--- config.mk ---
export PLATFORM = sky130hd
export DESIGN_NAME = tank_drain_sequencer
export DESIGN_NICKNAME = d
export VERILOG_FILES = /design/src/rtl/core/tds_pkg.sv /design/src/rtl/core/tds_cfg_regs.sv /design/src/rtl/core/tds_core.sv /design/src/rtl/core/tank_drain_sequencer.sv
export SDC_FILE = /design/constraint.sdc
export NUM_CORES = 1
export LEC_CHECK = 0
export BUFFER_PORTS_ARGS = -buffer_cell sky130_fd_sc_hd__buf_2
export CORE_UTILIZATION = 30
export DETAILED_ROUTE_END_ITERATION = 12
export GPL_TIMING_DRIVEN = 0
export PLACE_DENSITY = 0.51
export SLEW_MARGIN = 10
export SYNTH_ARGS = -nofsm -noshare
export SYNTH_HDL_FRONTEND = slang
export SYNTH_SLANG_ARGS = --single-unit
--- constraint.sdc ---
create_clock -name clk_i -period 2.9 [get_ports clk_i]
set_input_delay 0.145 -clock clk_i [delete_from_list [all_inputs] [get_ports clk_i]]
set_output_delay 0.145 -clock clk_i [all_outputs]
set_load 0.02 [all_outputs]
--- src/rtl/core/tds_pkg.sv ---
// ----------------------------------------------------------------------------
// tds_pkg
// Shared types and constants of the tank drain sequencer.
// ----------------------------------------------------------------------------
package tds_pkg;

  localparam int unsigned AddrWidth = 4;
  localparam int unsigned DataWidth = 32;

  localparam logic [15:0] OutletTimeoutRst = 16'd3400;
  localparam logic [15:0] ValveTimeoutRst  = 16'd7200;
  localparam logic [7:0]  SettleTicksRst   = 8'd2;

  typedef enum logic [1:0] {
    REG_OUTLET_TIMEOUT = 2'd0,
    REG_VALVE_TIMEOUT  = 2'd1,
    REG_SETTLE_TICKS   = 2'd2,
    REG_UNUSED         = 2'd3
  } reg_idx_e;

  typedef enum logic [1:0] {
    OP_TICK  = 2'd0,
    OP_START = 2'd1,
    OP_STOP  = 2'd2,
    OP_NOP   = 2'd3
  } op_e;

  typedef enum logic [1:0] {
    CMD_NONE  = 2'd0,
    CMD_CLOSE = 2'd1,
    CMD_OPEN  = 2'd2
  } cmd_e;

  typedef enum logic [4:0] {
    PH_READY  = 5'b00001,
    PH_SETTLE = 5'b00010,
    PH_DRAIN  = 5'b00100,
    PH_CLOSE  = 5'b01000,
    PH_DONE   = 5'b10000
  } phase_e;

  typedef struct packed {
    logic [15:0] outlet_timeout;
    logic [15:0] valve_timeout;
    logic [7:0]  settle_ticks;
  } cfg_t;

  typedef struct packed {
    logic [1:0] op;
    logic       mode;
    logic       fault;
  } item_t;

  typedef struct packed {
    cmd_e inlet_cmd;
    cmd_e outlet_cmd;
    cmd_e drain_cmd;
    cmd_e vent_cmd;
    logic busy_res;
    logic active_mode;
    logic finished;
  } res_t;

endpackage

--- src/rtl/core/tds_cfg_regs.sv ---
// ----------------------------------------------------------------------------
// tds_cfg_regs
// APB register file holding the drain timeouts and the settle count.
// ----------------------------------------------------------------------------
module tds_cfg_regs (
  input  logic                               clk_i,
  input  logic                               rst_ni,
  input  logic                               psel,
  input  logic                               penable,
  input  logic                               pwrite,
  input  logic [tds_pkg::AddrWidth-1:0]      paddr,
  input  logic [tds_pkg::DataWidth-1:0]      pwdata,
  output logic [tds_pkg::DataWidth-1:0]      prdata,
  output logic                               pready,
  output tds_pkg::cfg_t                      cfg_o
);

  tds_pkg::cfg_t     cfg_q;
  tds_pkg::reg_idx_e reg_idx;
  logic              wr_en;

  assign reg_idx = tds_pkg::reg_idx_e'(paddr[3:2]);
  assign wr_en   = psel && penable && pwrite;
  assign pready  = 1'b1;

  always_ff @(posedge clk_i or negedge rst_ni) begin
    if (!rst_ni) begin
      cfg_q.outlet_timeout <= tds_pkg::OutletTimeoutRst;
      cfg_q.valve_timeout  <= tds_pkg::ValveTimeoutRst;
      cfg_q.settle_ticks   <= tds_pkg::SettleTicksRst;
    end else if (wr_en) begin
      unique case (reg_idx)
        tds_pkg::REG_OUTLET_TIMEOUT: cfg_q.outlet_timeout <= pwdata[15:0];
        tds_pkg::REG_VALVE_TIMEOUT:  cfg_q.valve_timeout  <= pwdata[15:0];
        tds_pkg::REG_SETTLE_TICKS:   cfg_q.settle_ticks   <= pwdata[7:0];
        default: ;
      endcase
    end
  end

  always_comb begin
    unique case (reg_idx)
      tds_pkg::REG_OUTLET_TIMEOUT: prdata = {16'd0, cfg_q.outlet_timeout};
      tds_pkg::REG_VALVE_TIMEOUT:  prdata = {16'd0, cfg_q.valve_timeout};
      tds_pkg::REG_SETTLE_TICKS:   prdata = {24'd0, cfg_q.settle_ticks};
      default:                     prdata = '0;
    endcase
  end

  assign cfg_o = cfg_q;

endmodule

--- src/rtl/core/tds_core.sv ---
// ----------------------------------------------------------------------------
// tds_core
// Sequencer state and the single-pass step logic for one item.
// ----------------------------------------------------------------------------
module tds_core (
  input  logic            clk_i,
  input  logic            rst_ni,
  input  logic            step_i,
  input  tds_pkg::item_t  item_i,
  input  tds_pkg::cfg_t   cfg_i,
  output tds_pkg::res_t   res_o
);

  logic             running_q, running_d;
  logic             mode_q, mode_d;
  tds_pkg::phase_e  phase_q, phase_d, phase_mid;
  logic [15:0]      drain_cnt_q, drain_cnt_d;
  logic [7:0]       settle_cnt_q, settle_cnt_d;
  logic             abort;
  logic             is_tick;

  assign is_tick = (item_i.op == tds_pkg::OP_TICK);

  always_comb begin
    abort = running_q
            && ((item_i.op == tds_pkg::OP_STOP) || (is_tick && item_i.fault))
            && ((phase_q == tds_pkg::PH_READY) || (phase_q == tds_pkg::PH_SETTLE)
                || (phase_q == tds_pkg::PH_DRAIN));
    phase_mid = abort ? tds_pkg::PH_CLOSE : phase_q;
  end

  always_comb begin
    running_d          = running_q;
    mode_d             = mode_q;
    phase_d            = phase_q;
    drain_cnt_d        = drain_cnt_q;
    settle_cnt_d       = settle_cnt_q;
    res_o.inlet_cmd    = tds_pkg::CMD_NONE;
    res_o.outlet_cmd   = tds_pkg::CMD_NONE;
    res_o.drain_cmd    = tds_pkg::CMD_NONE;
    res_o.vent_cmd     = tds_pkg::CMD_NONE;
    res_o.finished     = 1'b0;

    if (item_i.op == tds_pkg::OP_START) begin
      running_d = 1'b1;
      mode_d    = item_i.mode;
      phase_d   = tds_pkg::PH_READY;
    end else if (item_i.op == tds_pkg::OP_STOP) begin
      phase_d = phase_mid;
    end else if (is_tick && running_q) begin
      phase_d = phase_mid;
      unique case (phase_mid)
        tds_pkg::PH_READY: begin
          res_o.inlet_cmd  = tds_pkg::CMD_CLOSE;
          res_o.outlet_cmd = tds_pkg::CMD_CLOSE;
          res_o.drain_cmd  = tds_pkg::CMD_CLOSE;
          res_o.vent_cmd   = tds_pkg::CMD_OPEN;
          drain_cnt_d      = mode_q ? cfg_i.valve_timeout : cfg_i.outlet_timeout;
          settle_cnt_d     = cfg_i.settle_ticks;
          phase_d          = tds_pkg::PH_SETTLE;
        end
        tds_pkg::PH_SETTLE: begin
          if (settle_cnt_q != 8'd0) begin
            settle_cnt_d = settle_cnt_q - 8'd1;
          end else begin
            if (mode_q) begin
              res_o.drain_cmd = tds_pkg::CMD_OPEN;
            end else begin
              res_o.outlet_cmd = tds_pkg::CMD_OPEN;
            end
            phase_d = tds_pkg::PH_DRAIN;
          end
        end
        tds_pkg::PH_DRAIN: begin
          res_o.inlet_cmd = tds_pkg::CMD_CLOSE;
          res_o.vent_cmd  = tds_pkg::CMD_OPEN;
          if (mode_q) begin
            res_o.drain_cmd = tds_pkg::CMD_OPEN;
          end else begin
            res_o.drain_cmd  = tds_pkg::CMD_CLOSE;
            res_o.outlet_cmd = tds_pkg::CMD_OPEN;
          end
          if (drain_cnt_q != 16'd0) begin
            drain_cnt_d = drain_cnt_q - 16'd1;
          end else begin
            phase_d = tds_pkg::PH_CLOSE;
          end
        end
        tds_pkg::PH_CLOSE: begin
          res_o.inlet_cmd  = tds_pkg::CMD_CLOSE;
          res_o.outlet_cmd = tds_pkg::CMD_CLOSE;
          res_o.drain_cmd  = tds_pkg::CMD_CLOSE;
          res_o.vent_cmd   = tds_pkg::CMD_OPEN;
          phase_d          = tds_pkg::PH_DONE;
        end
        tds_pkg::PH_DONE: begin
          running_d      = 1'b0;
          res_o.finished = 1'b1;
        end
        default: begin
          phase_d = tds_pkg::PH_READY;
        end
      endcase
    end

    res_o.busy_res    = running_d;
    res_o.active_mode = mode_d;
  end

  always_ff @(posedge clk_i or negedge rst_ni) begin
    if (!rst_ni) begin
      running_q    <= 1'b0;
      mode_q       <= 1'b0;
      phase_q      <= tds_pkg::PH_READY;
      drain_cnt_q  <= '0;
      settle_cnt_q <= '0;
    end else if (step_i) begin
      running_q    <= running_d;
      mode_q       <= mode_d;
      phase_q      <= phase_d;
      drain_cnt_q  <= drain_cnt_d;
      settle_cnt_q <= settle_cnt_d;
    end
  end

endmodule

--- src/rtl/core/tank_drain_sequencer.sv ---
// ----------------------------------------------------------------------------
// tank_drain_sequencer
// Five-step tank drain sequencer with valve commands per 100 ms tick.
// ----------------------------------------------------------------------------
// Each input transfer carries an op code (tick, start, stop or no-op), the
// drain mode used on start and the fault flag sampled on a tick. Every input
// transfer produces exactly one output transfer with the four valve
// commands, the busy flag, the latched mode and the finished flag.
// An accepted item is held in an input register, passes the step logic and
// lands in the output register once that register is free. The block
// takes one item per cycle while the receiver does not stall; the only
// loop is the sequencer state, updated in the same cycle as the result.
// When the receiver stalls, the result register holds and the input
// register still takes one further item; after that in_stall_o rises.
// Reset empties both registers, sets the sequencer idle at the ready step and
// loads the default timeouts and settle count. The user must write the three
// registers over the APB port only while idle; the block does not enforce it.
// ----------------------------------------------------------------------------
module tank_drain_sequencer (
  input  logic                          clk_i,
  input  logic                          rst_ni,
  input  logic                          in_valid_i,
  output logic                          in_stall_o,
  input  logic [1:0]                    op_i,
  input  logic                          mode_i,
  input  logic                          fault_i,
  output logic                          out_valid_o,
  input  logic                          out_stall_i,
  output logic [1:0]                    inlet_cmd_o,
  output logic [1:0]                    outlet_cmd_o,
  output logic [1:0]                    drain_cmd_o,
  output logic [1:0]                    vent_cmd_o,
  output logic                          busy_res_o,
  output logic                          active_mode_o,
  output logic                          finished_o,
  input  logic                          psel,
  input  logic                          penable,
  input  logic                          pwrite,
  input  logic [tds_pkg::AddrWidth-1:0] paddr,
  input  logic [tds_pkg::DataWidth-1:0] pwdata,
  output logic [tds_pkg::DataWidth-1:0] prdata,
  output logic                          pready
);

  tds_pkg::cfg_t  cfg;
  tds_pkg::item_t item_q;
  tds_pkg::res_t  res_d, res_q;
  logic           s1_valid_q;
  logic           out_valid_q;
  logic           out_free;
  logic           step;
  logic           in_fire;

  assign out_free   = !out_valid_q || !out_stall_i;
  assign step       = s1_valid_q && out_free;
  assign in_stall_o = s1_valid_q && !out_free;
  assign in_fire    = in_valid_i && !in_stall_o;

  tds_cfg_regs u_cfg_regs (
    .clk_i   (clk_i),
    .rst_ni  (rst_ni),
    .psel    (psel),
    .penable (penable),
    .pwrite  (pwrite),
    .paddr   (paddr),
    .pwdata  (pwdata),
    .prdata  (prdata),
    .pready  (pready),
    .cfg_o   (cfg)
  );

  tds_core u_core (
    .clk_i  (clk_i),
    .rst_ni (rst_ni),
    .step_i (step),
    .item_i (item_q),
    .cfg_i  (cfg),
    .res_o  (res_d)
  );

  always_ff @(posedge clk_i or negedge rst_ni) begin
    if (!rst_ni) begin
      s1_valid_q  <= 1'b0;
      out_valid_q <= 1'b0;
    end else begin
      if (in_fire) begin
        s1_valid_q <= 1'b1;
      end else if (step) begin
        s1_valid_q <= 1'b0;
      end
      if (step) begin
        out_valid_q <= 1'b1;
      end else if (!out_stall_i) begin
        out_valid_q <= 1'b0;
      end
    end
  end

  always_ff @(posedge clk_i) begin
    if (in_fire) begin
      item_q.op    <= op_i;
      item_q.mode  <= mode_i;
      item_q.fault <= fault_i;
    end
    if (step) begin
      res_q <= res_d;
    end
  end

  assign out_valid_o   = out_valid_q;
  assign inlet_cmd_o   = res_q.inlet_cmd;
  assign outlet_cmd_o  = res_q.outlet_cmd;
  assign drain_cmd_o   = res_q.drain_cmd;
  assign vent_cmd_o    = res_q.vent_cmd;
  assign busy_res_o    = res_q.busy_res;
  assign active_mode_o = res_q.active_mode;
  assign finished_o    = res_q.finished;

  a_finish_idle : assert property (@(posedge clk_i) disable iff (!rst_ni)
    out_valid_o && finished_o |-> !busy_res_o)
    else $error("finished result still reports busy");

  a_open_busy : assert property (@(posedge clk_i) disable iff (!rst_ni)
    out_valid_o && ((outlet_cmd_o == tds_pkg::CMD_OPEN)
                    || (drain_cmd_o == tds_pkg::CMD_OPEN)) |-> busy_res_o)
    else $error("outlet path opened while sequence is not busy");

  a_stall_cause : assert property (@(posedge clk_i) disable iff (!rst_ni)
    in_stall_o |-> out_valid_o && out_stall_i)
    else $error("input stalled without a blocked result");

  a_step_result : assert property (@(posedge clk_i) disable iff (!rst_ni)
    step |=> out_valid_o)
    else $error("processed item did not reach the result register");

endmodule

==> flow_metrics.env <==
export IMPL_grt_max_degree=40
export IMPL_tritoncts="done"
export IMPL_cpMaxStageDelayCell="nor4b_1"
export IMPL_rr_endpoint="u_core.drain_cnt_q[12]"
export IMPL_drc=0
export IMPL_grt_antenna_before_repair=0
export IMPL_synth_top_area_cell="dfrtp_1"
export IMPL_tns_ns=0
export IMPL_cts_root_buffer="clkbuf_16"
export IMPL_synth_area_um2=5010
export IMPL_syn2layout_area_growth_pct=20.1
export IMPL_htree_levels=3
export IMPL_synth_flop_cell="dfrtp_1"
export IMPL_grt_total_usage=0.157
export IMPL_nNetsFinal=643
export IMPL_ioPinCount=93
export IMPL_yosysMostFrequentCell="dfrtp_1"
export IMPL_hold_violations=0
export IMPL_synth_distinct_cells=63
export IMPL_critPathMaxFanout=10
export IMPL_detailroute_via_count=4095
export IMPL_drt_iter0_markers=221
export IMPL_ys_seq_area_frac=0.439
export IMPL_dieArea_um2=17200
export IMPL_cts_setup_buffers=0
export IMPL_synth_top_family_by_area="compound AO/OA/AOI/OAI gates"
export IMPL_multiInputGateArea_um2=2530
export IMPL_ys_top_cells_by_count="62 x dfrtp_1, 45 x nor2_1, 44 x mux2_2"
export IMPL_maxCapViolations=0
export IMPL_grt_pass1_wl_um=21500
export IMPL_startpoint="u_core.drain_cnt_q[0]"
export IMPL_regArea_um2=2200
export IMPL_die_w_um=131
export IMPL_numClockSinks=85
export IMPL_synth_compound_area_frac=0.168
export IMPL_core_area_um2=16100
export IMPL_end_kind="flop"
export IMPL_fillCellCount=1624
export IMPL_fin_crit_sh=0.923
export IMPL_grt_pass1_vias=3992
export IMPL_r2r_cells=8
export IMPL_wl_per_cell_um=16.1
export IMPL_portBuffers=55
export IMPL_post_route_min_period_ns=2.68
export IMPL_start_util=0.311
export IMPL_drt_wl_total_um=13100
export IMPL_dr_pass1_iters=6
export IMPL_critPathLaunchType="flop"
export IMPL_worstReg2RegStart="u_core.drain_cnt_q[0]"
export IMPL_hold_path_depth=2
export IMPL_min_from="out_stall_i"
export IMPL_drive_above_1_share=0.279
export IMPL_path_clk_slew_ns=0.07
export IMPL_tightest_slew_ns=1.11
export IMPL_synthTopCellsByArea="dfrtp_1 31%, mux2_2 9.9%, edfxtp_1 7.2%"
export IMPL_ir_drop_uv=437
export IMPL_cts_resized=0
export IMPL_critPathRequiredTime_ns=3.13
export IMPL_yosysWarnings=0
export IMPL_cts_hold_buffers=6
export IMPL_final_antenna_net_count=0
export IMPL_cts_buffers=9
export IMPL_netlist_area_leader_share=0.309
export IMPL_setup_violations_final=0
export IMPL_relSlewSlack=0.254
export IMPL_std_cell_rows=46
export IMPL_power_density_nw_per_um2=778
export IMPL_drv_slew=0
export IMPL_r2r_slack_ns=0.22
export IMPL_yosys_area_share_simple=0.156
export IMPL_cts_buffer_depth=2
export IMPL_place_gp_congestion=0.879
export IMPL_dp_hpwl_um=9450
export IMPL_synthCells=500
export IMPL_n_antenna_cell=0
export IMPL_rsz0062_at_grt="no"
export IMPL_crit_arrival_ns=2.91
export IMPL_synthMuxAreaShare=0.151
export IMPL_clk_insertion_delay_late_ns=0.35
export IMPL_synth_fa_ha_area_frac=0.0150
export IMPL_slowest_delay_ns=0.51
export IMPL_die_y_um=131
export IMPL_avgSynthCellArea_um2=10.0
export IMPL_skew_ns=0.00992
export IMPL_status="finished clean"
export IMPL_min_to="out_valid_o"
export IMPL_hold_class="primary input to flop"
export IMPL_yosys_register_bits=85
export IMPL_vias_per_cell=5.05
export IMPL_synth_edf_count=12
export IMPL_crit_type="flop to flop"
export IMPL_synth_xor_area_frac=0.00175
export IMPL_async_flop_share=0.859
export IMPL_p_leak_nw=2.59
export IMPL_whs_ns=0.0367
export IMPL_fmax_ghz=0.374
export IMPL_grt_overflow=0
export IMPL_crit_chain="inv_1 > ha_1 > nor4b_1 > nand4_1 > a21oi_2 > clkbuf_1 > nor3_1 > o22a_1"
-- state kept, by name, indices dropped and copies added (netlist names), 2 cells and up --
signal               flops
u_cfg_regs.cfg_o        40
u_core.drain_cnt_q      16
u_core.settle_cnt_q      8
u_core.phase_q           5
item_q                   4
drain_cmd_o              2
outlet_cmd_o             2
-- routing by layer --
| metal | vias up | wire (um) | global-route usage |
|---|---|---|---|
| met4 | 0 | 123 | 0.0368 |
| met2 | 142 | 5920 | 0.241 |
| met5 | - | 0 | 0 |
| met1 | 1965 | 6350 | 0.215 |
| li1 | 1976 | - | - |
| met3 | 12 | 672 | 0.0486 |
-- how the worst max path moves through the flow --
stage | endpoint | cells after the start
floorplan | u_core.drain_cnt_q[12] | 9
global placement | u_core.drain_cnt_q[13] | 8
detailed placement | u_core.drain_cnt_q[12] | 8
CTS | u_core.drain_cnt_q[12] | 8
global route | u_core.drain_cnt_q[12] | 8
finish | u_core.drain_cnt_q[12] | 8
-- power by group --
group | total [W] | switching [W] | internal (W)
Combinational | 0.00159 | 0.000919 | 0.000667
Sequential | 0.00187 | 0.000308 | 0.00157
Clock | 0.00123 | 0.000502 | 0.000724
-- stage by stage --
stage	util	instance area, um2	cells	total power [W]	setup WS (ns)
2_1_floorplan	-	5080	517	0.00298	0.715
3_3_place_gp	0.349	5620	788	0.00342	0.213
3_5_place_dp	0.350	5650	789	0.00346	0.257
4_1_cts	0.374	6020	811	0.00472	0.244
5_1_grt	0.374	6020	811	0.00500	0.0336
6_report	0.374	6020	811	0.00469	0.225
-- cells by family (layout without fill, tap and decap cells) --
| logic type | Yosys count | after routing |
|---|---|---|
| flops | 85 | 85 |
| fa+ha+maj | 6 | 6 |
| other cells | 2 | 19 |
| buf+inv | 65 | 143 |
| compound gates | 120 | 120 |
| mux | 70 | 70 |
| xor+xnor | 1 | 1 |
| simple gates | 151 | 151 |
-- critical path: cells and delay by family (launching register included) --
family | cells | cell delay (ns)
and+or+nand+nor | 3 | 0.87
AOI/OAI and AO/OA | 2 | 0.58
buffers and inverters | 2 | 0.53
DFF | 1 | 0.40
adders and majority gates | 1 | 0.19
-- layout make-up --
cell class | count | share of cell area
buffer | 50 | 0.0474
clock buffer | 11 | 0.0420
clock inverter | 5 | 0.0106
inverter | 15 | 0.00935
multi-input combinational | 367 | 0.421
sequential | 85 | 0.365
tap | 216 | 0.0449
timing repair buffer | 62 | 0.0594
-- cells in the final DEF (no fill, tap or decap), types with 3 or more instances in the layout --
cell           instances
nor4_1                 9
nand2_1               22
buf_4                 21
dfstp_2               11
a22oi_1                3
a21oi_1               20
dfrtp_1               62
o211ai_1               5
and2_1                 3
a211oi_1               8
a2bb2oi_1              3
buf_2                 60
nor3b_1                3
o31ai_1               10
o21ai_0               32
inv_1                 15
mux2i_1               26
a31oi_1                5
nor2_1                45
or4_1                  3
nor2b_1               11
dlygate4sd3_1          6
o22a_1                10
edfxtp_1              12
nand2b_1               6
mux2_2                44
nand3_1                7
clkbuf_1              22
conb_1                19
ha_1                   6
clkbuf_16              9
nor3_1                24
Power figures use the tool's default switching activity.
